==> src/rtl/tpwm_pkg.sv <==
`timescale 1ns / 1ps
package tpwm_pkg;

	localparam int PRESCALE_BITS = 10;
	localparam int CFG_INDEX_BITS = 3;
	localparam int CFG_DATA_BITS = 8;

	// operation codes
	localparam logic [1:0] OP_TICK    = 2'd0;
	localparam logic [1:0] OP_WRITE   = 2'd1;
	localparam logic [1:0] OP_CLR_OVF = 2'd2;
	localparam logic [1:0] OP_CLR_CMP = 2'd3;

	// waveform modes
	localparam logic [1:0] WM_NORMAL = 2'd0;
	localparam logic [1:0] WM_PC_PWM = 2'd1;
	localparam logic [1:0] WM_CTC    = 2'd2;
	localparam logic [1:0] WM_FAST   = 2'd3;

	// compare output modes
	localparam logic [1:0] OM_OFF    = 2'd0;
	localparam logic [1:0] OM_TOGGLE = 2'd1;
	localparam logic [1:0] OM_CLEAR  = 2'd2;
	localparam logic [1:0] OM_SET    = 2'd3;

	// clock select codes
	localparam logic [2:0] CS_STOP     = 3'd0;
	localparam logic [2:0] CS_DIV1     = 3'd1;
	localparam logic [2:0] CS_DIV8     = 3'd2;
	localparam logic [2:0] CS_DIV64    = 3'd3;
	localparam logic [2:0] CS_DIV256   = 3'd4;
	localparam logic [2:0] CS_DIV1024  = 3'd5;
	localparam logic [2:0] CS_PIN_FALL = 3'd6;
	localparam logic [2:0] CS_PIN_RISE = 3'd7;

	// configuration register indexes
	localparam logic [CFG_INDEX_BITS-1:0] REG_WAVEFORM = 3'd0;
	localparam logic [CFG_INDEX_BITS-1:0] REG_OUTPUT   = 3'd1;
	localparam logic [CFG_INDEX_BITS-1:0] REG_CLOCK    = 3'd2;
	localparam logic [CFG_INDEX_BITS-1:0] REG_COMPARE  = 3'd3;
	localparam logic [CFG_INDEX_BITS-1:0] REG_OVF_IE   = 3'd4;
	localparam logic [CFG_INDEX_BITS-1:0] REG_CMP_IE   = 3'd5;

	typedef struct packed {
		logic [1:0] operation;
		logic       ext_pin_level;
		logic [7:0] write_value;
	} item_t;

	typedef struct packed {
		logic [7:0] count_value;
		logic       wave_out;
		logic       overflow_flag;
		logic       compare_flag;
		logic       irq;
	} result_t;

	// prescaler bits that must all be ones for a divided timer clock
	function automatic logic [PRESCALE_BITS-1:0] div_mask(input logic [2:0] cs);
		logic [PRESCALE_BITS-1:0] m;
		begin
			case (cs)
				CS_DIV8:    m = 10'h007;
				CS_DIV64:   m = 10'h03F;
				CS_DIV256:  m = 10'h0FF;
				CS_DIV1024: m = 10'h3FF;
				default:    m = 10'h000;
			endcase
			return m;
		end
	endfunction

endpackage

==> src/rtl/eight_bit_timer_pwm_unit.sv <==
`timescale 1ns / 1ps
// Timer/counter with compare output and PWM.
// Item channel (item, item_valid, item_stall): one word per system tick or
// register access: a clock tick, a counter write, or a flag clear.
// Result channel (result, result_valid, result_stall): one word per item with
// the counter, the compare output pin level, both flags and irq.
// Configuration channel (cfg_valid, cfg_ready, cfg_index, cfg_data): always
// ready; write only while no item is in flight.
// Path: an accepted word is held in the input register, and its result is
// loaded into the result register once that register is empty or its word
// is being taken, so a receiver stall can hold the word in between.
// Throughput: one item per cycle without a receiver stall; counter, prescaler
// and flags update in combinational logic between input and result registers.
// When the receiver stalls, the result register holds its word and one more
// item may be taken into the input register; item_stall then rises.
// Reset clears the prescaler, counter, direction, output level, flags,
// configuration and both valid bits.
module eight_bit_timer_pwm_unit #(
	parameter int COUNT_BITS = 8
) (
	input  logic                              clk,
	input  logic                              arst_n,
	input  tpwm_pkg::item_t                   item,
	input  logic                              item_valid,
	output logic                              item_stall,
	output tpwm_pkg::result_t                 result,
	output logic                              result_valid,
	input  logic                              result_stall,
	input  logic                              cfg_valid,
	output logic                              cfg_ready,
	input  logic [tpwm_pkg::CFG_INDEX_BITS-1:0] cfg_index,
	input  logic [tpwm_pkg::CFG_DATA_BITS-1:0]  cfg_data
);
	import tpwm_pkg::*;

	localparam logic [COUNT_BITS-1:0] CNT_MAX = {COUNT_BITS{1'b1}};

	logic [1:0] wm_q, om_q;
	logic [2:0] cs_q;
	logic [7:0] cmp_val_q;
	logic       ovf_ie_q, cmp_ie_q;

	logic [PRESCALE_BITS-1:0] ps_q, ps_n;
	logic [COUNT_BITS-1:0]    cnt_q, cnt_n;
	logic down_q, down_n, wave_q, wave_n, ovf_q, ovf_n, cmpf_q, cmpf_n, pin_q, pin_n;

	item_t   item_s1;
	logic    valid_s1;
	result_t res_q;
	logic    res_valid_q;

	logic fire, accept, tick_en, match, up_edge, connected;
	logic [PRESCALE_BITS-1:0] mask;

	assign fire       = valid_s1 && (!res_valid_q || !result_stall);
	assign item_stall = valid_s1 && res_valid_q && result_stall;
	assign accept     = item_valid && !item_stall;
	assign cfg_ready  = 1'b1;
	assign result       = res_q;
	assign result_valid = res_valid_q;

	always_ff @(posedge clk or negedge arst_n) begin
		if (!arst_n) begin
			wm_q      <= WM_NORMAL;
			om_q      <= OM_OFF;
			cs_q      <= CS_STOP;
			cmp_val_q <= 8'd0;
			ovf_ie_q  <= 1'b0;
			cmp_ie_q  <= 1'b0;
		end else if (cfg_valid && cfg_ready) begin
			case (cfg_index)
				REG_WAVEFORM: wm_q      <= cfg_data[1:0];
				REG_OUTPUT:   om_q      <= cfg_data[1:0];
				REG_CLOCK:    cs_q      <= cfg_data[2:0];
				REG_COMPARE:  cmp_val_q <= cfg_data;
				REG_OVF_IE:   ovf_ie_q  <= cfg_data[0];
				REG_CMP_IE:   cmp_ie_q  <= cfg_data[0];
				default: ;
			endcase
		end
	end

	assign mask  = div_mask(cs_q);
	assign match = (cnt_q == COUNT_BITS'(cmp_val_q));

	always_comb begin
		case (cs_q)
			CS_STOP:     tick_en = 1'b0;
			CS_PIN_FALL: tick_en = pin_q && !item_s1.ext_pin_level;
			CS_PIN_RISE: tick_en = !pin_q && item_s1.ext_pin_level;
			default:     tick_en = ((ps_q & mask) == mask);
		endcase
	end

	always_comb begin
		ps_n    = ps_q;
		cnt_n   = cnt_q;
		down_n  = down_q;
		wave_n  = wave_q;
		ovf_n   = ovf_q;
		cmpf_n  = cmpf_q;
		pin_n   = pin_q;
		up_edge = 1'b0;
		case (item_s1.operation)
			OP_TICK: begin
				ps_n  = ps_q + PRESCALE_BITS'(1);
				pin_n = item_s1.ext_pin_level;
				if (tick_en) begin
					case (wm_q)
						WM_NORMAL, WM_CTC: begin
							if (wm_q == WM_CTC && match)
								cnt_n = '0;
							else
								cnt_n = cnt_q + COUNT_BITS'(1);
							if (cnt_q == CNT_MAX)
								ovf_n = 1'b1;
							if (match) begin
								cmpf_n = 1'b1;
								case (om_q)
									OM_TOGGLE: wave_n = !wave_q;
									OM_CLEAR:  wave_n = 1'b0;
									OM_SET:    wave_n = 1'b1;
									default: ;
								endcase
							end
						end
						WM_FAST: begin
							cnt_n = cnt_q + COUNT_BITS'(1);
							if (match) begin
								cmpf_n = 1'b1;
								if (om_q == OM_CLEAR)
									wave_n = 1'b0;
								else if (om_q == OM_SET)
									wave_n = 1'b1;
							end
							// bottom action wins over a match on the same clock
							if (cnt_q == CNT_MAX) begin
								ovf_n = 1'b1;
								if (om_q == OM_CLEAR)
									wave_n = 1'b1;
								else if (om_q == OM_SET)
									wave_n = 1'b0;
							end
						end
						default: begin
							if (!down_q) begin
								if (cnt_q == CNT_MAX) begin
									down_n = 1'b1;
									cnt_n  = cnt_q - COUNT_BITS'(1);
								end else begin
									cnt_n   = cnt_q + COUNT_BITS'(1);
									up_edge = 1'b1;
								end
							end else begin
								if (cnt_q == '0) begin
									down_n  = 1'b0;
									cnt_n   = COUNT_BITS'(1);
									up_edge = 1'b1;
									ovf_n   = 1'b1;
								end else begin
									cnt_n = cnt_q - COUNT_BITS'(1);
								end
							end
							if (match) begin
								cmpf_n = 1'b1;
								if (om_q == OM_CLEAR)
									wave_n = !up_edge;
								else if (om_q == OM_SET)
									wave_n = up_edge;
							end
						end
					endcase
				end
			end
			OP_WRITE:   cnt_n  = COUNT_BITS'(item_s1.write_value);
			OP_CLR_OVF: ovf_n  = 1'b0;
			default:    cmpf_n = 1'b0;
		endcase
	end

	// toggle is reserved in the PWM modes and leaves the pin disconnected
	assign connected = (om_q != OM_OFF) &&
		!(om_q == OM_TOGGLE && (wm_q == WM_PC_PWM || wm_q == WM_FAST));

	always_ff @(posedge clk or negedge arst_n) begin
		if (!arst_n) begin
			valid_s1    <= 1'b0;
			res_valid_q <= 1'b0;
			ps_q        <= '0;
			cnt_q       <= '0;
			down_q      <= 1'b0;
			wave_q      <= 1'b0;
			ovf_q       <= 1'b0;
			cmpf_q      <= 1'b0;
			pin_q       <= 1'b0;
		end else begin
			valid_s1 <= accept || (valid_s1 && !fire);
			if (fire) begin
				res_valid_q <= 1'b1;
				ps_q        <= ps_n;
				cnt_q       <= cnt_n;
				down_q      <= down_n;
				wave_q      <= wave_n;
				ovf_q       <= ovf_n;
				cmpf_q      <= cmpf_n;
				pin_q       <= pin_n;
			end else if (!result_stall) begin
				res_valid_q <= 1'b0;
			end
		end
	end

	always_ff @(posedge clk) begin
		if (accept)
			item_s1 <= item;
		if (fire) begin
			res_q.count_value   <= cnt_n[7:0];
			res_q.wave_out      <= connected && wave_n;
			res_q.overflow_flag <= ovf_n;
			res_q.compare_flag  <= cmpf_n;
			res_q.irq           <= (ovf_n && ovf_ie_q) || (cmpf_n && cmp_ie_q);
		end
	end

endmodule

==> config.mk <==
export PLATFORM = sky130hd
export DESIGN_NAME = eight_bit_timer_pwm_unit
export DESIGN_NICKNAME = d
export VERILOG_FILES = /design/src/rtl/tpwm_pkg.sv /design/src/rtl/eight_bit_timer_pwm_unit.sv
export SDC_FILE = /design/constraint.sdc
export NUM_CORES = 1
export LEC_CHECK = 0
export ABC_AREA = 1
export BUFFER_PORTS_ARGS = -buffer_cell sky130_fd_sc_hd__buf_2
export CORE_MARGIN = 2
export CORE_UTILIZATION = 50
export CTS_CLUSTER_DIAMETER = 60
export CTS_CLUSTER_SIZE = 12
export DETAILED_ROUTE_END_ITERATION = 8
export PLACE_DENSITY = 0.71
export SLEW_MARGIN = 25
export SYNTH_ARGS = -nofsm -noshare
export SYNTH_HDL_FRONTEND = slang
export SYNTH_SLANG_ARGS = --single-unit
==> constraint.sdc <==
create_clock -name clk -period 3.4 [get_ports clk]
set_input_delay 1.02 -clock clk [delete_from_list [all_inputs] [get_ports clk]]
set_output_delay 1.02 -clock clk [all_outputs]
set_load 0.02 [all_outputs]
# [Yosys cells after proc, flatten, opt, wreduce, memory -nomap -nowiden]
# Index checks and enable logic that the tools add are counted.
[word_totals] register_bits=65 inputBits=27 output_inout_bits=15 word_cells=137
[classes] addsub=3 eq_ne=23 n_mux=43 n_bitwise=2 n_reduce_logical=43
[op_table] op="$mux W8" count=5
[op_table] op="$pmux W10 S4" count=1
[op_table] op="$pmux W8 S2" count=2
[op_table] op="$mux W1" count=30
[op_table] op="$eq A3 B3 Y1 const B" count=6
[op_table] op="$reduce_and A2 Y1" count=7
[op_table] op="$logic_and A1 B1 Y1" count=13
[op_table] op="$eq A3 B2 Y1 const B" count=4
[op_table] op="$add A10 B1 Y10 const B" count=1
[op_table] op="$and A10 B10 Y10" count=1
[op_table] op="$eq A10 B10 Y1" count=1
[op_table] op="$eq A2 B2 Y1 const B" count=5
[op_table] op="$logic_not A1 Y1" count=9
[op_table] op="$add A8 B1 Y8 const B" count=1
[op_table] op="$eq A8 B8 Y1" count=1
[op_table] op="$eq A8 B8 Y1 const B" count=1
[op_table] op="$logic_not A8 Y1" count=1
[op_table] op="$sub A8 B1 Y8 const B" count=1
[op_table] op="$eq A2 B1 Y1 const B" count=3
[op_table] op="$logic_not A3 Y1" count=2
[op_table] op="$pmux W1 S2" count=3
[op_table] op="$pmux W1 S3" count=2
[op_table] op="$logic_not A2 Y1" count=2
[op_table] op="$logic_or A1 B1 Y1" count=4
[op_table] op="other kinds (7)" count=8

# [Logic depth before layout (Yosys ltp)]
# Gate-level depths: netlist of run 1.
[depth] depth_word=14 mapped_depth=15 ltp_nobuf=14

# [Least setup slack after synthesis of run 1]
# Ideal clock, no wire load.
[synth_timing] path_type="input-to-output" start="input port result_stall" end="output port item_stall" arrival_time_ns=1.410 required_ns=2.380 path_slack_ns=0.970 path_stages=2 n_path_buf=0 cell_sequence="nand2_1 nor2_1"
[synth_via] elab_chain_cells=1
[synth_rtl] element="start: declaration" line="eight_bit_timer_pwm_unit.sv:28" rtl="input logic result_stall,"
[synth_rtl] element="$logic_and A1 B1 Y1" line="eight_bit_timer_pwm_unit.sv:56" rtl="assign item_stall = valid_s1 && res_valid_q && result_stall;"
[synth_rtl] element="end: declaration" line="eight_bit_timer_pwm_unit.sv:25" rtl="output logic item_stall,"
# No other way between the ends.

# [Worst setup path in the final report of run 1]
# Ends and elaborated chain as after synthesis.

==> results.sh, run 1 <==
export IMPL_status="completed"
export IMPL_ant_nets=0
export IMPL_dpl_cell_count=592
export IMPL_vias_per_cell=4.96
export IMPL_worstPathArrival_ps=1480
export IMPL_dr_total_vias=3015
export IMPL_tightest_slew_ps=540
export IMPL_place_ws_ps=841
export IMPL_drive_above_1_share=0.165
export IMPL_start_util=0.514
export IMPL_finClkSkew_ps=11.7
export IMPL_end_kind="output pin"
export IMPL_postCtsHoldBufs=0
export IMPL_post_cts_setup_buffers=0
export IMPL_worst_path_max_delay_cell="buf_2"
export IMPL_rsz0062_at_grt="false"
export IMPL_yosysUniqueCellTypes=35
export IMPL_htree_num_levels=3
export IMPL_grt_max_degree=43
export IMPL_nets=539
export IMPL_grt_pass1_wl_um=12900
export IMPL_clock_root_buffer="clkbuf_8"
export IMPL_irDropWorstVdd_mv=0.326
export IMPL_drc=0
export IMPL_ys_warn_count=0
export IMPL_fmax_ghz=0.401
export IMPL_design_area_mm2=0.00410
export IMPL_r2r_cells=10
export IMPL_die_area_mm2=0.00811
export IMPL_hold_path_class="reg2reg"
export IMPL_first_pass_iters=5
export IMPL_hold_depth=2
export IMPL_num_antenna_cells=0
export IMPL_fin_setup_tns_ps=0
export IMPL_post_cts_resized=0
export IMPL_powerDensity_mw_per_mm2=640
export IMPL_grt_pass1_vias=2874
export IMPL_cts_sinks=65
export IMPL_hold_viol_final=0
export IMPL_die_y_um=90.1
export IMPL_wirelength_um=7430
export IMPL_ios=42
export IMPL_cpMostUsedCell="buf_2"
export IMPL_cts_buffer_depth=2
export IMPL_synth_cells=467
export IMPL_relSlewSlack=0.640
export IMPL_ys_ff_latch=65
export IMPL_port_buffers=40
export IMPL_layout_cells_non_filler=608
export IMPL_clkLatencyLatePin_ps=350
export IMPL_timing_final_crit_share=0.734
export IMPL_cts_tree="yes"
export IMPL_antenna_found_initial=0
export IMPL_post_dp_cell_area_mm2=0.00393
export IMPL_die_x_um=90.1
export IMPL_synthTopCellsByArea="dfrtp_1 (28%), edfxtp_1 (19%), nand2_1 (15%)"
export IMPL_critPathLaunchType="input port"
export IMPL_ys_seq_area_frac=0.470
export IMPL_slowest_delay_ps=180
export IMPL_core_region_area_mm2=0.00721
export IMPL_clk_pin_slew_ps=70
export IMPL_overflow=0
export IMPL_syn2layout_area_growth_pct=10.7
export IMPL_fin_crit_ps=2500
export IMPL_drv_slew=0
export IMPL_gp_congestion=0.874
export IMPL_drt_iter0_drc=175
export IMPL_dp_hpwl_um=5500
export IMPL_synthesis_area_mm2=0.00370
export IMPL_grtUsageTotal=0.199
export IMPL_max_cap_violations=0
export IMPL_core_rowCount=31
export IMPL_power_leakage_nw=2.09
export IMPL_path_class="in2out"
export IMPL_worst_path_max_fanout=3
export IMPL_required_ps=2380
export IMPL_synth_top_area_cell="dfrtp_1"
export IMPL_crit_chain="buf_2 -> nand2_1 -> nor2_1 -> buf_2"
export IMPL_syn_area_per_cell_um2=7.93
export IMPL_synth_top_area_frac=0.284
export IMPL_layout_setup_ws_ps=903
export IMPL_cts_buffers=9
export IMPL_wl_per_cell_um=12.2
export IMPL_finalSetupViolations=0
export IMPL_synth_nets=502
-- metrics by stage --
stage	hold slack [ps]	total power, mW	utilization
after floorplan	444	1.90	-
after global placement	457	2.05	0.544
after detailed placement	465	2.07	0.544
after CTS	481	2.64	0.568
after global routing	512	2.83	0.568
final	476	2.62	0.568
-- registers in the layout (all words and copies together), names as in the netlist, 2 cells and up --
signal / cells
wm_q: 2
om_q: 2
cs_q: 3
item_s1: 11
cnt_q: 8
result: 12
ps_q: 10
cmp_val_q: 8
-- placed cells by master (no fill, tap or decap), drive strengths merged --
master,synthesis,final
clkbuf,4,9
nor2,41,41
clkinv,0,5
clkinvlp,0,2
nand2,155,155
conb,1,1
a21oi,9,9
o22ai,1,1
o21a,1,1
o211ai,1,1
o21ai,30,30
dfrtp,42,42
nand3b,2,2
a22oi,7,7
or2,2,2
xnor2,5,5
ha,8,8
nand4,4,4
edfxtp,23,23
nand3,37,37
buf,11,41
a31oi,2,2
nor3,2,2
inv,63,63
xor2,16,16
-- worst paths after layout --
kind | startpoint | endpoint | slack, ps
max | result_stall | item_stall | 900
min | valid_s1 | result_valid | 480
max reg2reg | item_s1[9] | ps_q[8] | 1200
min reg2reg | valid_s1 | result_valid | 480
max in group asynchronous | arst_n | cs_q[2] | 2370
min in group asynchronous | arst_n | cmp_val_q[7] | 650
-- Yosys cell counts, drive strengths merged --
| cell | n |
|---|---|
| a21oi | 9 |
| a22oi | 7 |
| a31oi | 2 |
| buf | 11 |
| clkbuf | 4 |
| conb | 1 |
| dfrtp | 42 |
| edfxtp | 23 |
| ha | 8 |
| inv | 63 |
| nand2 | 155 |
| nand3 | 37 |
| nand3b | 2 |
| nand4 | 4 |
| nor2 | 41 |
| nor3 | 2 |
| o211ai | 1 |
| o21a | 1 |
| o21ai | 30 |
| o22ai | 1 |
| or2 | 2 |
| xnor2 | 5 |
| xor2 | 16 |
-- cells by family (layout without fill, tap and decap cells) --
| logic type | Yosys count | after routing | synth area share |
|---|---|---|---|
| xor+xnor | 21 | 21 | 0.0496 |
| flops | 65 | 65 | 0.470 |
| buf+inv | 78 | 120 | 0.0942 |
| compound gates | 51 | 51 | 0.0790 |
| fa+ha+maj | 8 | 8 | 0.0270 |
| simple gates | 243 | 243 | 0.279 |
| other cells | 1 | 1 | 0.00101 |
-- worst max-delay path: cells and delay by family --
family | cells | cell delay, ps
buf+inv | 2 | 250
simple gates | 2 | 200
-- cell type report --
class / instances / area [um2]
clock inverter: 7 / 47.5
clock buffer: 9 / 124
sequential: 65 / 1740
fill: 684 / 3110
inverter: 63 / 239
timing repair buffer: 41 / 210
tap: 99 / 124
multi-input combinational: 324 / 1610
-- power by group --
part	switching (mW)	internal, mW
Sequential	0.216	0.992
Combinational	0.520	0.329
Clock	0.305	0.262
Total	1.04	1.58
-- routing by layer --
layer / global-route usage / part of all wire / up-vias
li1: - / - / 1549
met2: 0.345 / 0.51 / 54
met4: 0.0782 / 0.014 / 0
met5: 0 / 0 / -
met3: 0.0478 / 0.045 / 8
met1: 0.238 / 0.43 / 1404
No activity file was read; power rests on OpenSTA's default activity.
==> inputs of run 2 (changes only) <==
--- a/config.mk
+++ b/config.mk
@@ -12,7 +12,7 @@
 export CTS_CLUSTER_DIAMETER = 60
 export CTS_CLUSTER_SIZE = 12
 export DETAILED_ROUTE_END_ITERATION = 8
-export PLACE_DENSITY = 0.71
+export PLACE_DENSITY = 0.74
 export SLEW_MARGIN = 25
 export SYNTH_ARGS = -nofsm -noshare
 export SYNTH_HDL_FRONTEND = slang
==> constraint.sdc (replaced) <==
create_clock -name clk -period 2.15 [get_ports clk]
set_input_delay 0.645 -clock clk [delete_from_list [all_inputs] [get_ports clk]]
set_output_delay 0.645 -clock clk [all_outputs]
set_load 0.02 [all_outputs]
==> run 2 against run 1 <==
Via count grew 1.4%. Combinational power grew 74%. Largest cell class unchanged. Die area is the same. Total power grew 65%.
==> results.sh, run 2 (same netlist as run 1, synthesis figures left out) <==
export IMPL_die_area_mm2=0.00811
export IMPL_r2r_start="cnt_q[2]"
export IMPL_startpoint="cnt_q[2]"
export IMPL_irDropWorstVdd_mv=0.551
export IMPL_required_ps=2240
export IMPL_core_region_area_mm2=0.00721
export IMPL_p_sw_frac=0.383
export IMPL_num_antenna_cells=0
export IMPL_post_cts_setup_buffers=0
export IMPL_grt_pass1_vias=2933
export IMPL_hold_viol_final=0
export IMPL_worst_path_max_fanout=9
export IMPL_pwr_share_clk=0.230
export IMPL_start_util=0.514
export IMPL_clock_root_buffer="clkbuf_8"
export IMPL_tightest_slew_ps=553
export IMPL_rsz0062_at_grt="false"
export IMPL_nets=549
export IMPL_p_comb_frac=0.340
export IMPL_design_area_mm2=0.00419
export IMPL_intPower_mw=2.67
export IMPL_first_pass_iters=4
export IMPL_clkLatencyLatePin_ps=350
export IMPL_power_leakage_nw=2.14
export IMPL_fin_setup_tns_ps=0
export IMPL_hold_path_class="in2async"
export IMPL_p_total_mw=4.34
export IMPL_grtUsageTotal=0.203
export IMPL_rrSetupSlack_ps=230
export IMPL_ios=42
export IMPL_core_rowCount=31
export IMPL_worstPathArrival_ps=2010
export IMPL_post_cts_resized=0
export IMPL_finalSetupViolations=0
export IMPL_postCtsHoldBufs=0
export IMPL_drive_above_1_share=0.179
export IMPL_syn2layout_area_growth_pct=13.1
export IMPL_vias_per_cell=4.95
export IMPL_power_switching_mw=1.66
export IMPL_grt_pass1_wl_um=13200
export IMPL_most_common_layout_cells="nand2_1 (148), inv_1 (54), dfrtp_1 (40), buf_2 (40), nor2_1 (36)"
export IMPL_cts_sinks=65
export IMPL_grt_max_degree=43
export IMPL_ant_nets=0
export IMPL_dp_hpwl_um=5780
export IMPL_powerDensity_mw_per_mm2=1030
export IMPL_status="completed"
export IMPL_port_buffers=40
export IMPL_end_kind="register"
export IMPL_largest_register_ff_count=12
export IMPL_wirelength_um=7750
export IMPL_fmax_ghz=0.520
export IMPL_drv_slew=0
export IMPL_drt_iter0_drc=206
export IMPL_max_cap_violations=0
export IMPL_cts_tree="yes"
export IMPL_layout_commonest_cell="nand2_1"
export IMPL_wl_per_cell_um=12.5
export IMPL_overflow=0
export IMPL_antenna_found_initial=0
export IMPL_post_dp_cell_area_mm2=0.00400
export IMPL_htree_num_levels=3
export IMPL_clk_pin_slew_ps=70
export IMPL_critPathLaunchType="register"
export IMPL_relSlewSlack=0.631
export IMPL_gp_congestion=0.856
export IMPL_r2r_cells=11
export IMPL_r2r_end="result[5]"
export IMPL_crit_end="result[5]"
export IMPL_path_class="reg2reg"
export IMPL_finClkSkew_ps=7.99
export IMPL_drc=0
export IMPL_die_y_um=90.1
export IMPL_cts_buffers=9
export IMPL_cts_buffer_depth=2
export IMPL_fin_crit_ps=1920
export IMPL_dr_total_vias=3058
export IMPL_die_x_um=90.1
export IMPL_timing_final_crit_share=0.895
export IMPL_p_seq_frac=0.430
==> run 2: cell types whose count changed in the layout (fill, tap and decap cells not counted), sizes merged <==
| cell | change |
|---|---|
| buf | +10 |
| bufinv | +1 |
| clkbuf | +1 |
| clkinv | -1 |
| clkinvlp | -1 |
==> run 2: stage by stage <==
stage	cells	util	hold slack, ps	setup WS, ps
floorplan	467	-	349	263
global placement	602	0.555	454	204
detailed placement	602	0.555	458	165
CTS	618	0.580	387	145
global route	618	0.581	415	31.5
finish	618	0.581	363	226
==> run 2: how the worst min path moves through the flow <==
| stage | slack (ps) | startpoint | end | cells after the start |
|---|---|---|---|---|
| after detailed placement | 460 | valid_s1 | result_valid | 2 |
| after floorplan | 350 | arst_n | cmp_ie_q | 0 |
| after CTS | 390 | arst_n | cmp_val_q[6] | 2 |
| final | 360 | arst_n | cnt_q[4] | 2 |
| after global placement | 450 | valid_s1 | result_valid | 2 |
| after global routing | 420 | arst_n | cmp_val_q[4] | 2 |
==> run 2: layout make-up <==
type                       count  area [um2]
sequential                    65        1740
clock inverter                 6        58.8
fill                         696        3020
inverter                      63         239
timing repair buffer          51         283
clock buffer                  10         128
tap                           99         124
multi-input combinational    324        1610
==> run 2: critical path, cell delays in order, from the launching register on <==
cell	delay, ps
dfrtp_1	530
inv_2	120
nand2_1	70
nand2_1	50
nor2_1	80
nand2_1	70
nor2_2	220
nand3_2	200
nand3_1	120
nand2_1	60
nand3_1	60
nand2_1	80
==> run 2: power by group through the flow <==
stage               registers (mW)  clock network [mW]  logic, mW
global route                  1.90                1.08       1.69
finish                        1.86               0.996       1.48
floorplan                     1.79                   0       1.21
detailed placement            1.88                   0       1.46
CTS                           1.86                1.02       1.48
global placement              1.87                   0       1.43
==> run 2: metal layers <==
metal	up-vias	wire length [um]	track usage
li1	1567	-	-
met1	1421	3410	0.249
met2	53	3930	0.354
met3	17	233	0.0360
met4	0	168	0.0859
met5	-	0	0
